<file path="src/i2c_master_mem16_transactions_core_macros.svh">
// ----------------------------------------------------------------------------
// I2C master assertion macros
// Shared concurrent assertion helpers for the I2C master core.
// ----------------------------------------------------------------------------
`ifndef I2C_MASTER_MEM16_TRANSACTIONS_CORE_MACROS_SVH
`define I2C_MASTER_MEM16_TRANSACTIONS_CORE_MACROS_SVH

`ifndef ASSERT_OFF
`define I2CM_ASSERT_IMPLIES(label, clk, rst, a, c) \
   label: assert property (@(posedge clk) disable iff (rst) (a) |-> (c)) \
      else $error("assertion failed");
`define I2CM_ASSERT_NEXT(label, clk, rst, a, c) \
   label: assert property (@(posedge clk) disable iff (rst) (a) |=> (c)) \
      else $error("assertion failed");
`else
`define I2CM_ASSERT_IMPLIES(label, clk, rst, a, c)
`define I2CM_ASSERT_NEXT(label, clk, rst, a, c)
`endif

`endif

</file>
<file path="src/i2cm_pkg.sv">
// ----------------------------------------------------------------------------
// I2C master package
// Payload types, request, status and bus phase codes for the I2C master.
// ----------------------------------------------------------------------------
package i2cm_pkg;

   localparam logic [2:0] REQ_TICK   = 3'd0;
   localparam logic [2:0] REQ_PROBE  = 3'd1;
   localparam logic [2:0] REQ_READ   = 3'd2;
   localparam logic [2:0] REQ_WRITE  = 3'd3;
   localparam logic [2:0] REQ_SUPPLY = 3'd4;

   localparam logic [1:0] MODE_PROBE = 2'd1;
   localparam logic [1:0] MODE_READ  = 2'd2;

   localparam logic [1:0] ST_OK   = 2'd0;
   localparam logic [1:0] ST_NACK = 2'd1;
   localparam logic [1:0] ST_BUSY = 2'd2;

   localparam logic [2:0] PH_IDLE  = 3'd0;
   localparam logic [2:0] PH_START = 3'd1;
   localparam logic [2:0] PH_TXBIT = 3'd2;
   localparam logic [2:0] PH_TXACK = 3'd3;
   localparam logic [2:0] PH_RXBIT = 3'd4;
   localparam logic [2:0] PH_RXACK = 3'd5;
   localparam logic [2:0] PH_STOP  = 3'd6;
   localparam logic [2:0] PH_WAIT  = 3'd7;

   localparam logic [2:0] STG_ADDR_W  = 3'd0;
   localparam logic [2:0] STG_REG_HI  = 3'd1;
   localparam logic [2:0] STG_REG_LO  = 3'd2;
   localparam logic [2:0] STG_ADDR_R  = 3'd3;
   localparam logic [2:0] STG_DATA_W  = 3'd4;
   localparam logic [2:0] STG_RX_HI   = 3'd5;
   localparam logic [2:0] STG_RX_LO   = 3'd6;

   localparam logic [10:0] MAX_COUNT        = 11'd1024;
   localparam logic [15:0] HALF_PERIOD_INIT = 16'd4;

   typedef struct packed {
      logic [2:0]  req_type;
      logic [6:0]  dev_addr;
      logic [15:0] reg_addr;
      logic [10:0] xfer_count;
      logic [7:0]  wr_byte;
      logic        sda_in;
   } i2cm_req_type;

   typedef struct packed {
      logic        scl_level;
      logic        sda_level;
      logic        need_byte;
      logic        word_valid;
      logic [15:0] word_data;
      logic        last_word;
      logic        done_res;
      logic [1:0]  status;
   } i2cm_rsp_type;

endpackage

</file>
<file path="src/i2c_master_mem16_transactions_core.sv">
// A request transfer is held in the input register and is then written to the result
// register when the engine takes it; the result stays there until it is taken.
// Throughput: one item per cycle while the result side does not stall; the bus state
// update is a single pass between the input register and the result register.
// Reset: synchronous, active high; bus idle with both lines released,
// half period back to 4 ticks, no result pending.
// ----------------------------------------------------------------------------
// I2C master with 16-bit register address
// Tick-paced I2C master offering probe, word read and byte write transfers.
// ----------------------------------------------------------------------------
module i2c_master_mem16_transactions_core (
   input  logic                   clock,
   input  logic                   reset,
   input  logic                   csr_wr_en,
   input  logic [15:0]            csr_wr_data,
   input  logic                   req_valid,
   output logic                   req_stall,
   input  i2cm_pkg::i2cm_req_type req_data,
   output logic                   rsp_valid,
   input  logic                   rsp_stall,
   output i2cm_pkg::i2cm_rsp_type rsp_data
);

   logic                   item_valid;
   logic                   item_take;
   i2cm_pkg::i2cm_req_type item_data;

   i2cm_in_stage u_in_stage (
      .clock      (clock),
      .reset      (reset),
      .req_valid  (req_valid),
      .req_stall  (req_stall),
      .req_data   (req_data),
      .item_take  (item_take),
      .item_valid (item_valid),
      .item_data  (item_data)
   );

   i2cm_engine u_engine (
      .clock       (clock),
      .reset       (reset),
      .csr_wr_en   (csr_wr_en),
      .csr_wr_data (csr_wr_data),
      .item_valid  (item_valid),
      .item_data   (item_data),
      .item_take   (item_take),
      .rsp_valid   (rsp_valid),
      .rsp_stall   (rsp_stall),
      .rsp_data    (rsp_data)
   );

endmodule

</file>
<file path="src/i2cm_in_stage.sv">
// ----------------------------------------------------------------------------
// I2C master input stage
// Registers one request transfer and holds it until the engine takes it.
// ----------------------------------------------------------------------------
module i2cm_in_stage (
   input  logic                  clock,
   input  logic                  reset,
   input  logic                  req_valid,
   output logic                  req_stall,
   input  i2cm_pkg::i2cm_req_type req_data,
   input  logic                  item_take,
   output logic                  item_valid,
   output i2cm_pkg::i2cm_req_type item_data
);

   logic                   valid_ff;
   i2cm_pkg::i2cm_req_type data_ff;

   assign req_stall  = valid_ff && !item_take;
   assign item_valid = valid_ff;
   assign item_data  = data_ff;

   always_ff @(posedge clock) begin
      if (reset) begin
         valid_ff <= 1'b0;
      end else if (!req_stall) begin
         valid_ff <= req_valid;
      end
   end

   always_ff @(posedge clock) begin
      if (!req_stall) begin
         data_ff <= req_data;
      end
   end

endmodule

</file>
<file path="src/i2cm_engine.sv">
// ----------------------------------------------------------------------------
// I2C master engine
// Bus state update for one item per cycle while the result is not stalled, and the registered result stage.
// ----------------------------------------------------------------------------
`include "i2c_master_mem16_transactions_core_macros.svh"

module i2cm_engine (
   input  logic                   clock,
   input  logic                   reset,
   input  logic                   csr_wr_en,
   input  logic [15:0]            csr_wr_data,
   input  logic                   item_valid,
   input  i2cm_pkg::i2cm_req_type item_data,
   output logic                   item_take,
   output logic                   rsp_valid,
   input  logic                   rsp_stall,
   output i2cm_pkg::i2cm_rsp_type rsp_data
);

   logic [15:0] half_period_ff;
   logic [2:0]  phase_ff, phase_in;
   logic [1:0]  half_ff, half_in;
   logic [3:0]  bit_ff, bit_in;
   logic [7:0]  shift_ff, shift_in;
   logic [2:0]  stage_ff, stage_in;
   logic [1:0]  mode_ff, mode_in;
   logic        fail_ff, fail_in;
   logic [15:0] tick_ff, tick_in;
   logic [15:0] word_ff, word_in;
   logic [15:0] regaddr_ff, regaddr_in;
   logic [10:0] left_ff, left_in;
   logic [6:0]  target_ff, target_in;
   logic        rsp_valid_ff, rsp_valid_in;
   i2cm_pkg::i2cm_rsp_type rsp_ff, rsp_in;

   logic [16:0] tick_next;
   logic [10:0] left_dec;
   logic [10:0] cnt;
   logic [3:0]  bit_inc;
   logic        scl, sda, nack;
   logic        wv, lw, done;
   logic [15:0] wd;
   logic [1:0]  st;

   assign item_take = item_valid && (!rsp_valid_ff || !rsp_stall);
   assign rsp_valid = rsp_valid_ff;
   assign rsp_data  = rsp_ff;

   assign tick_next = {1'b0, tick_ff} + 17'd1;
   assign left_dec  = (left_ff != 11'd0) ? left_ff - 11'd1 : left_ff;
   assign bit_inc   = bit_ff + 4'd1;

   always_comb begin
      phase_in   = phase_ff;
      half_in    = half_ff;
      bit_in     = bit_ff;
      shift_in   = shift_ff;
      stage_in   = stage_ff;
      mode_in    = mode_ff;
      fail_in    = fail_ff;
      tick_in    = tick_ff;
      word_in    = word_ff;
      regaddr_in = regaddr_ff;
      left_in    = left_ff;
      target_in  = target_ff;
      wv   = 1'b0;
      wd   = 16'h0000;
      lw   = 1'b0;
      done = 1'b0;
      st   = i2cm_pkg::ST_OK;
      cnt  = item_data.xfer_count;
      if (cnt == 11'd0) begin
         cnt = 11'd1;
      end
      if (cnt > i2cm_pkg::MAX_COUNT) begin
         cnt = i2cm_pkg::MAX_COUNT;
      end

      case (item_data.req_type)
         i2cm_pkg::REQ_TICK: begin
            if (phase_ff != i2cm_pkg::PH_IDLE && phase_ff != i2cm_pkg::PH_WAIT) begin
               if (tick_next >= {1'b0, half_period_ff}) begin
                  tick_in = 16'd0;
                  case (phase_ff)
                     i2cm_pkg::PH_START: begin
                        if (half_ff < 2'd3) begin
                           half_in = half_ff + 2'd1;
                        end else begin
                           phase_in = i2cm_pkg::PH_TXBIT;
                           half_in  = 2'd0;
                           bit_in   = 4'd0;
                        end
                     end
                     i2cm_pkg::PH_TXBIT: begin
                        if (half_ff == 2'd0) begin
                           half_in = 2'd1;
                        end else begin
                           shift_in = {shift_ff[6:0], 1'b0};
                           bit_in   = bit_inc;
                           half_in  = 2'd0;
                           if (bit_inc >= 4'd8) begin
                              phase_in = i2cm_pkg::PH_TXACK;
                              bit_in   = 4'd0;
                           end
                        end
                     end
                     i2cm_pkg::PH_TXACK: begin
                        if (half_ff == 2'd0) begin
                           half_in = 2'd1;
                        end else if (item_data.sda_in) begin
                           fail_in  = 1'b1;
                           phase_in = i2cm_pkg::PH_STOP;
                           half_in  = 2'd0;
                        end else begin
                           half_in = 2'd0;
                           case (stage_ff)
                              i2cm_pkg::STG_ADDR_W: begin
                                 if (mode_ff == i2cm_pkg::MODE_PROBE) begin
                                    phase_in = i2cm_pkg::PH_STOP;
                                 end else begin
                                    stage_in = i2cm_pkg::STG_REG_HI;
                                    phase_in = i2cm_pkg::PH_TXBIT;
                                    bit_in   = 4'd0;
                                    shift_in = regaddr_ff[15:8];
                                 end
                              end
                              i2cm_pkg::STG_REG_HI: begin
                                 stage_in = i2cm_pkg::STG_REG_LO;
                                 phase_in = i2cm_pkg::PH_TXBIT;
                                 bit_in   = 4'd0;
                                 shift_in = regaddr_ff[7:0];
                              end
                              i2cm_pkg::STG_REG_LO: begin
                                 if (mode_ff == i2cm_pkg::MODE_READ) begin
                                    stage_in = i2cm_pkg::STG_ADDR_R;
                                    phase_in = i2cm_pkg::PH_START;
                                    shift_in = {target_ff, 1'b1};
                                 end else begin
                                    stage_in = i2cm_pkg::STG_DATA_W;
                                    phase_in = i2cm_pkg::PH_WAIT;
                                 end
                              end
                              i2cm_pkg::STG_ADDR_R: begin
                                 stage_in = i2cm_pkg::STG_RX_HI;
                                 phase_in = i2cm_pkg::PH_RXBIT;
                                 bit_in   = 4'd0;
                              end
                              i2cm_pkg::STG_DATA_W: begin
                                 left_in = left_dec;
                                 if (left_dec == 11'd0) begin
                                    phase_in = i2cm_pkg::PH_STOP;
                                 end else begin
                                    phase_in = i2cm_pkg::PH_WAIT;
                                 end
                              end
                              default: begin
                                 phase_in = i2cm_pkg::PH_STOP;
                              end
                           endcase
                        end
                     end
                     i2cm_pkg::PH_RXBIT: begin
                        if (half_ff == 2'd0) begin
                           half_in = 2'd1;
                        end else begin
                           shift_in = {shift_ff[6:0], item_data.sda_in};
                           bit_in   = bit_inc;
                           half_in  = 2'd0;
                           if (bit_inc >= 4'd8) begin
                              phase_in = i2cm_pkg::PH_RXACK;
                              bit_in   = 4'd0;
                           end
                        end
                     end
                     i2cm_pkg::PH_RXACK: begin
                        if (half_ff == 2'd0) begin
                           half_in = 2'd1;
                        end else if (stage_ff == i2cm_pkg::STG_RX_HI) begin
                           word_in  = {shift_ff, 8'h00};
                           stage_in = i2cm_pkg::STG_RX_LO;
                           phase_in = i2cm_pkg::PH_RXBIT;
                           half_in  = 2'd0;
                           bit_in   = 4'd0;
                        end else begin
                           word_in = {word_ff[15:8], shift_ff};
                           wv      = 1'b1;
                           wd      = {word_ff[15:8], shift_ff};
                           lw      = (left_ff <= 11'd1);
                           left_in = left_dec;
                           half_in = 2'd0;
                           if (left_dec == 11'd0) begin
                              phase_in = i2cm_pkg::PH_STOP;
                           end else begin
                              stage_in = i2cm_pkg::STG_RX_HI;
                              phase_in = i2cm_pkg::PH_RXBIT;
                              bit_in   = 4'd0;
                           end
                        end
                     end
                     i2cm_pkg::PH_STOP: begin
                        if (half_ff == 2'd0) begin
                           half_in = 2'd1;
                        end else begin
                           phase_in = i2cm_pkg::PH_IDLE;
                           half_in  = 2'd0;
                           done     = 1'b1;
                           st       = fail_ff ? i2cm_pkg::ST_NACK : i2cm_pkg::ST_OK;
                        end
                     end
                     default: begin
                     end
                  endcase
               end else begin
                  tick_in = tick_next[15:0];
               end
            end
         end
         i2cm_pkg::REQ_PROBE, i2cm_pkg::REQ_READ, i2cm_pkg::REQ_WRITE: begin
            if (phase_ff == i2cm_pkg::PH_IDLE) begin
               mode_in    = item_data.req_type[1:0];
               target_in  = item_data.dev_addr;
               regaddr_in = item_data.reg_addr;
               left_in    = cnt;
               stage_in   = i2cm_pkg::STG_ADDR_W;
               fail_in    = 1'b0;
               bit_in     = 4'd0;
               shift_in   = {item_data.dev_addr, 1'b0};
               phase_in   = i2cm_pkg::PH_START;
               half_in    = 2'd1;
               tick_in    = 16'd0;
            end else begin
               st = i2cm_pkg::ST_BUSY;
            end
         end
         i2cm_pkg::REQ_SUPPLY: begin
            if (phase_ff == i2cm_pkg::PH_WAIT) begin
               phase_in = i2cm_pkg::PH_TXBIT;
               half_in  = 2'd0;
               bit_in   = 4'd0;
               shift_in = item_data.wr_byte;
               tick_in  = 16'd0;
            end else begin
               st = i2cm_pkg::ST_BUSY;
            end
         end
         default: begin
         end
      endcase
   end

   // line drive from the state after the item
   always_comb begin
      nack = (stage_in == i2cm_pkg::STG_RX_LO) && (left_in <= 11'd1);
      case (phase_in)
         i2cm_pkg::PH_START: begin
            scl = (half_in == 2'd1) || (half_in == 2'd2);
            sda = (half_in < 2'd2);
         end
         i2cm_pkg::PH_TXBIT: begin
            scl = half_in[0];
            sda = shift_in[7];
         end
         i2cm_pkg::PH_TXACK, i2cm_pkg::PH_RXBIT: begin
            scl = half_in[0];
            sda = 1'b1;
         end
         i2cm_pkg::PH_RXACK: begin
            scl = half_in[0];
            sda = nack;
         end
         i2cm_pkg::PH_STOP: begin
            scl = half_in[0];
            sda = 1'b0;
         end
         i2cm_pkg::PH_WAIT: begin
            scl = 1'b0;
            sda = 1'b1;
         end
         default: begin
            scl = 1'b1;
            sda = 1'b1;
         end
      endcase
      rsp_in.scl_level  = scl;
      rsp_in.sda_level  = sda;
      rsp_in.need_byte  = (phase_in == i2cm_pkg::PH_WAIT);
      rsp_in.word_valid = wv;
      rsp_in.word_data  = wd;
      rsp_in.last_word  = lw;
      rsp_in.done_res   = done;
      rsp_in.status     = st;
   end

   always_comb begin
      if (item_take) begin
         rsp_valid_in = 1'b1;
      end else if (!rsp_stall) begin
         rsp_valid_in = 1'b0;
      end else begin
         rsp_valid_in = rsp_valid_ff;
      end
   end

   always_ff @(posedge clock) begin
      if (reset) begin
         half_period_ff <= i2cm_pkg::HALF_PERIOD_INIT;
      end else if (csr_wr_en) begin
         half_period_ff <= csr_wr_data;
      end
   end

   always_ff @(posedge clock) begin
      if (reset) begin
         phase_ff     <= i2cm_pkg::PH_IDLE;
         half_ff      <= 2'd0;
         bit_ff       <= 4'd0;
         shift_ff     <= 8'd0;
         stage_ff     <= i2cm_pkg::STG_ADDR_W;
         mode_ff      <= 2'd0;
         fail_ff      <= 1'b0;
         tick_ff      <= 16'd0;
         word_ff      <= 16'd0;
         regaddr_ff   <= 16'd0;
         left_ff      <= 11'd0;
         target_ff    <= 7'd0;
         rsp_valid_ff <= 1'b0;
      end else begin
         rsp_valid_ff <= rsp_valid_in;
         if (item_take) begin
            phase_ff   <= phase_in;
            half_ff    <= half_in;
            bit_ff     <= bit_in;
            shift_ff   <= shift_in;
            stage_ff   <= stage_in;
            mode_ff    <= mode_in;
            fail_ff    <= fail_in;
            tick_ff    <= tick_in;
            word_ff    <= word_in;
            regaddr_ff <= regaddr_in;
            left_ff    <= left_in;
            target_ff  <= target_in;
         end
      end
   end

   always_ff @(posedge clock) begin
      if (item_take) begin
         rsp_ff <= rsp_in;
      end
   end

   `I2CM_ASSERT_IMPLIES(a_done_idle, clock, reset, rsp_valid_ff && rsp_ff.done_res, phase_ff == i2cm_pkg::PH_IDLE)
   `I2CM_ASSERT_IMPLIES(a_need_wait, clock, reset, rsp_valid_ff, rsp_ff.need_byte == (phase_ff == i2cm_pkg::PH_WAIT))
   `I2CM_ASSERT_IMPLIES(a_word_more, clock, reset, rsp_valid_ff && rsp_ff.word_valid && !rsp_ff.last_word, phase_ff == i2cm_pkg::PH_RXBIT)
   `I2CM_ASSERT_NEXT(a_hold_state, clock, reset, !item_take, $stable(phase_ff) && $stable(left_ff))

endmodule

</file>
<file path="config.mk">
export PLATFORM = sky130hd
export DESIGN_NAME = i2c_master_mem16_transactions_core
export DESIGN_NICKNAME = d
export VERILOG_FILES = /design/src/i2cm_pkg.sv /design/src/i2c_master_mem16_transactions_core.sv /design/src/i2cm_in_stage.sv /design/src/i2cm_engine.sv
export VERILOG_INCLUDE_DIRS = /design/src /design/src/src
export SDC_FILE = /design/constraint.sdc
export NUM_CORES = 1
export LEC_CHECK = 0
export BUFFER_PORTS_ARGS = -buffer_cell sky130_fd_sc_hd__buf_2
export CAP_MARGIN = 20
export CORE_MARGIN = 2
export CORE_UTILIZATION = 40
export CTS_CLUSTER_DIAMETER = 80
export DETAILED_ROUTE_END_ITERATION = 16
export PLACE_DENSITY_LB_ADDON = 0.08
export SYNTH_ARGS = -nofsm -noshare
export SYNTH_HDL_FRONTEND = slang
export SYNTH_HIERARCHICAL = 1
export SYNTH_SLANG_ARGS = --single-unit
</file>
<file path="constraint.sdc">
create_clock -name clock -period 14.1 [get_ports clock]
set_input_delay 2.115 -clock clock [delete_from_list [all_inputs] [get_ports clock]]
set_output_delay 2.115 -clock clock [all_outputs]
set_load 0.01 [all_outputs]
</file>
== After elaboration in Yosys (flattened, before gate mapping) ==
Index checks and enable logic that the tools add are counted.
Widths: inputs -> output; s select.

* Memories kept: 0
* RAM bits: 0
* Latch bits: 0
* Register bits after elaboration: 169
* ROM bits: 0

* Order comparisons: 7
* Reductions and logical operators: 33
* $add $sub $neg: 4
* Multipliers: 0
* Shift operators: 0
* Multiplexer cells: 110
* Equal/unequal tests: 51
* Div/mod/pow operators: 0
* Bitwise logic cells: 5

{| class="wikitable"
|+ Operators with widths
! kind !! number
|-
| $mux 11 || 11
|-
| $mux 8 || 10
|-
| $mux 3 || 26
|-
| $pmux 8 s3 || 3
|-
| $mux 16 || 4
|-
| $mux 4 || 13
|-
| $pmux 16 s3 || 1
|-
| $pmux 11 s2 || 2
|-
| $eq 3x3->1 const B || 12
|-
| $eq 3x2->1 const B || 8
|-
| $mux 2 || 12
|-
| $ne 3x3->1 const B || 8
|-
| $le 11x1->1 const B || 2
|-
| $logic_not 11->1 || 2
|-
| $pmux 3 s6 || 1
|-
| $add 16x1->17 const B || 1
|-
| $ge 17x16->1 || 1
|-
| $ne 4x4->1 const B || 4
|-
| $pmux 4 s4 || 1
|-
| $pmux 3 s5 || 1
|-
| $reduce_and 15->1 || 1
|-
| $reduce_or 5->1 || 3
|-
| $reduce_and 14->1 || 1
|-
| $mux 1 || 13
|-
| other kinds (40) || 69
|}

== Logic depth before layout (Yosys ltp) ==
* Word-level depth: 14
* Depth in mapped cells: 23

== By module ==
The synthesis kept the hierarchy.

{| class="wikitable"
|+ By module, submodules not included
! module !! sequential area each (um2) !! times used !! area an instance (um2) !! cells each
|-
| i2cm_engine || 2682.6 || 1 || 7495.9 || 922
|-
| i2cm_in_stage || 1401.3 || 1 || 1431.4 || 51
|}

== Least setup slack after synthesis ==
Ideal clock, no wire load.

* Path type: input to output
* Start: input port rsp_stall
* End: output port req_stall
* Arrival: 4.371 ns
* Required time: 11.985 ns
* Cell stages on the path: 7
* Path buffers: 2
* Slack: 7.614 ns
* Cell sequence: nand2_1 > nand2_1 > inv_1 > clkbuf_1 > clkbuf_1 > nand2b_4 > inv_1

* Cells in the longest elaborated chain, start to end: 5

{| class="wikitable"
|+ Ends and longest elaborated chain
! element !! line !! text
|-
| from (decl) || i2c_master_mem16_transactions_core.sv:20 || <nowiki>input logic rsp_stall,</nowiki>
|-
| $logic_not 1->1 || i2cm_engine.sv:45 || <nowiki>assign item_take = item_valid && (!rsp_valid_ff || !rsp_stall);</nowiki>
|-
| $logic_or 1x1->1 || i2cm_engine.sv:45 ||
|-
| $logic_and 1x1->1 || i2cm_engine.sv:45 ||
|-
| via item_take || i2c_master_mem16_transactions_core.sv:25 || <nowiki>logic item_take;</nowiki>
|-
| $logic_not 1->1 || i2cm_in_stage.sv:19 || <nowiki>assign req_stall = valid_ff && !item_take;</nowiki>
|-
| $logic_and 1x1->1 || i2cm_in_stage.sv:19 ||
|-
| to (decl) || i2c_master_mem16_transactions_core.sv:17 || <nowiki>output logic req_stall,</nowiki>
|}

The timed path passes the listed nets, and every way through them passes these cells.

== Worst setup path after layout ==
Same ends and word-level chain as after synthesis.

==> run summary <==
outcome: complete, no violations
Worst-Margin Slew: 1.08 ns
Startpoint Class: input pin
vias in the first global route: 7145
first-pass detailed-route iteration total: 6
Die H: 153 um
Total Routing Usage GR: 20.6%
critical path, cell by cell: buf_2, nand2_1, nand2_1, inv_2, buf_4, nand2b_4, inv_1, buf_2
Port Buffers: 92
Final Instance Count excl. Fillers: 1328
Int Power: 837 uW
post-route minimum period: 6.41 ns
gr ovfl total: 0
Rel. slew slack: 27.5%
Area contributors post-synth: edfxtp_1 24%, dfxtp_1 22%, nor2_1 4.5%, nand2_1 4.3%, a21oi_1 4.3%
initial drt markers: 549
max_cap viols: 0
Critical Path RT: 11.98 ns
critical path class: in2out
worst skew pair latency: 0.44 ns
R2R Path Start: u_engine/tick_ff[0]$_SDFFE_PP0P_
Die W: 153 um
Yosys warnings: 6
Avg WL per Cell: 18.2 um
EDFF count, synth: 70
Layout area overhead: 12.8%
Synth top area share: 23.5%
Flop pwr share: 47.3%
HPWL after DPL: 16.8 mm
TNS Setup: 0 ns
area leader, netlist: edfxtp_1
asr flop ratio synth: 0%
Mean Syn Cell Area: 9.18 um2
Initial Utilization: 40.8%
WL final: 24.1 mm
# clock sinks: 169
first-pass GRT wire length: 38.6 mm
antenna diode count: 0
Final Cell Area: 10100 um2
Vias/cell: 5.61
CTS tree: built
hold_ws: 0.457 ns
CP endpoint: req_stall
CTS Buf Count: 17
Final Hold Viols: 0
Layout Nets: 1129
Distinct cells, synth: 94
cts repair resizes: 0
mapped cell area: 8930 um2
P_sw: 339 uW
Clock Root Buffer: clkbuf_16
skew final: 0.0177 ns
Seq/Total Area, Yosys: 45.7%
CP Data Arrival Time: 4.29 ns
post-route ant nets: 0
layout cells sized above 1: 16.0%
ys flop type: dfxtp_1
peak supply drop: 0.0731 mV
Setup crit end kind: output port
final period utilization: 45.4%
switching portion of total power: 28.8%
worst path buffer plus inverter count: 5
routability cong.: 0.851
most frequent cell after synthesis: nor2_1
DRC Markers: 0
hold path cells: 2
post-CTS setup buffer count: 0
RSZ-0062 raised after global routing: false
R2R depth: 20
Die Area: 23500 um2
Final setup viols: 0
Worst Path Max Fanout: 55
FF-to-FF setup slack: 8.57 ns
core area: 21900 um2
fmax: 156 MHz
P_leak: 3.96 nW
CP max-delay cell: nand2b_4
Crit. path cell count: 8
largest net degree at the start of global routing: 56
Worst Hold Class: reg2reg
Clock Path Buffers: 2
placed cell count: 1295
Via Count: 7456
Placed Area: 9480 um2
Top Ports: 93
Clk pwr share: 39.4%
Worst path max stage delay: 0.65 ns
clock slew at reported path FFs: 0.07 ns
crit-path leading delay family: simple AND/OR/NAND/NOR gates
setup ws final: 7.69 ns
htree depth: 4
Place WS: 7.67 ns
Gate Count Post-Synth: 973
syn_nets: 1067
row cnt: 54
worst setup path startpoint: rsp_stall
capturing point of the worst reg2reg path: u_engine/rsp_data[23]$_DFFE_PP_
cts-stage hold buffer count: 0
top post-synthesis cells by count: 108 x nor2_1, 102 x nand2_1, 99 x dfxtp_1, 76 x a21oi_1, 70 x edfxtp_1
Pins Over Slew Limit: 0
initial antenna violation count: 0
Power Dens Cells: 117 nW/um2
Synth Register Bits: 169
Logic pwr share: 13.2%
routing by layer:
metal | share of wire (%) | GRT usage [%] | wire length, um | vias to the layer above
met5 | 0 | 0 | 0 | -
met4 | 2.2 | 6.77 | 528 | 0
met3 | 5.1 | 3.91 | 1220 | 37
met2 | 48 | 34.3 | 11500 | 231
met1 | 45 | 27.0 | 10900 | 3491
li1 | - | - | - | 3697
flip-flops by register name, summed over array words and instances, names as in the netlist, 4 cells and up:
| register | count |
|---|---|
| u_engine/half_period_ff | 16 |
| u_in_stage/item_data | 46 |
| u_engine/tick_ff | 16 |
| u_engine/target_ff | 7 |
| u_engine/regaddr_ff | 16 |
| u_engine/rsp_data | 24 |
| u_engine/word_ff | 8 |
| u_engine/left_ff | 11 |
| u_engine/bit_ff | 4 |
| u_engine/shift_ff | 8 |
worst min path at each step:
| stage | to | startpoint | slack [ns] |
|---|---|---|---|
| 3_3_place_gp | u_engine/regaddr_ff[12]$_SDFFE_PP0P_ | u_engine/regaddr_ff[12]$_SDFFE_PP0P_ | 0.45 |
| 5_1_grt | u_engine/regaddr_ff[9]$_SDFFE_PP0P_ | u_engine/regaddr_ff[9]$_SDFFE_PP0P_ | 0.48 |
| 6_report | u_engine/regaddr_ff[10]$_SDFFE_PP0P_ | u_engine/regaddr_ff[10]$_SDFFE_PP0P_ | 0.46 |
| 4_1_cts | u_engine/regaddr_ff[10]$_SDFFE_PP0P_ | u_engine/regaddr_ff[10]$_SDFFE_PP0P_ | 0.46 |
| 3_5_place_dp | u_engine/regaddr_ff[10]$_SDFFE_PP0P_ | u_engine/regaddr_ff[10]$_SDFFE_PP0P_ | 0.45 |
| 2_1_floorplan | u_engine/target_ff[0]$_SDFFE_PP0P_ | u_engine/target_ff[0]$_SDFFE_PP0P_ | 0.44 |
power by group through the flow:
stage / Sequential (mW) / Clock, mW / Combinational, mW
floorplan: 0.561 / 0 / 0.111
global placement: 0.568 / 0 / 0.154
detailed placement: 0.568 / 0 / 0.154
CTS: 0.557 / 0.475 / 0.154
global route: 0.561 / 0.493 / 0.171
finish: 0.557 / 0.464 / 0.156
cells in the final DEF (no fill, tap or decap), types with 4 or more instances in the layout:
master / Yosys / final
a31oi_1: 9 / 9
a2111oi_0: 5 / 5
a211oi_1: 20 / 20
nor2_1: 108 / 108
nor2b_1: 11 / 11
a222oi_1: 14 / 14
nor3_1: 22 / 22
or3_1: 9 / 9
clkbuf_16: 0 / 18
a221oi_1: 5 / 5
ha_1: 27 / 27
inv_8: 0 / 4
nor3b_1: 5 / 5
inv_1: 30 / 29
buf_2: 3 / 92
mux2i_1: 27 / 27
xor2_1: 8 / 8
buf_4: 4 / 13
a21boi_0: 4 / 4
nand3b_1: 9 / 9
nor4_1: 9 / 9
a22oi_1: 10 / 10
nand2_1: 102 / 102
nand2b_1: 14 / 14
or2_2: 4 / 4
and3_1: 12 / 12
o21a_1: 4 / 4
a21oi_1: 76 / 76
dfxtp_1: 99 / 99
nand4_1: 4 / 4
o21ai_0: 53 / 53
nand3_1: 29 / 29
edfxtp_1: 70 / 70
xnor2_1: 8 / 8
and2_1: 18 / 18
a21o_1: 5 / 5
cell type report:
type	count	area [um2]
clock buffers	18	450
clock inverters	14	129
fillers	2223	11800
inverters	31	116
multi-input cells	711	4380
flip-flops and latches	169	4080
well taps	280	350
repair buffers	105	558
cells by family after synthesis:
| kind of cell | synth area share, % |
|---|---|
| simple gates | 21.3 |
| mux | 3.28 |
| compound gates | 19.2 |
| buf+inv | 5.16 |
| flops | 45.7 |
| xor+xnor | 1.57 |
| fa+ha+maj | 3.78 |
metrics by stage:
stage | utilization [%] | total power [mW]
6_report | 46.0 | 1.18
5_1_grt | 46.0 | 1.22
3_3_place_gp | 43.3 | 0.722
4_1_cts | 46.0 | 1.19
2_1_floorplan | - | 0.671
3_5_place_dp | 43.3 | 0.722
worst register-to-register path: cells and delay by family (launching register included):
kind            cells  cell delay (ns)
simple gates       12             2.98
fa+ha+maj           3             0.83
compound gates      3             0.81
flops               1             0.40
xor+xnor            1             0.16
buf+inv             1             0.08
Power figures use the tool's default switching activity.
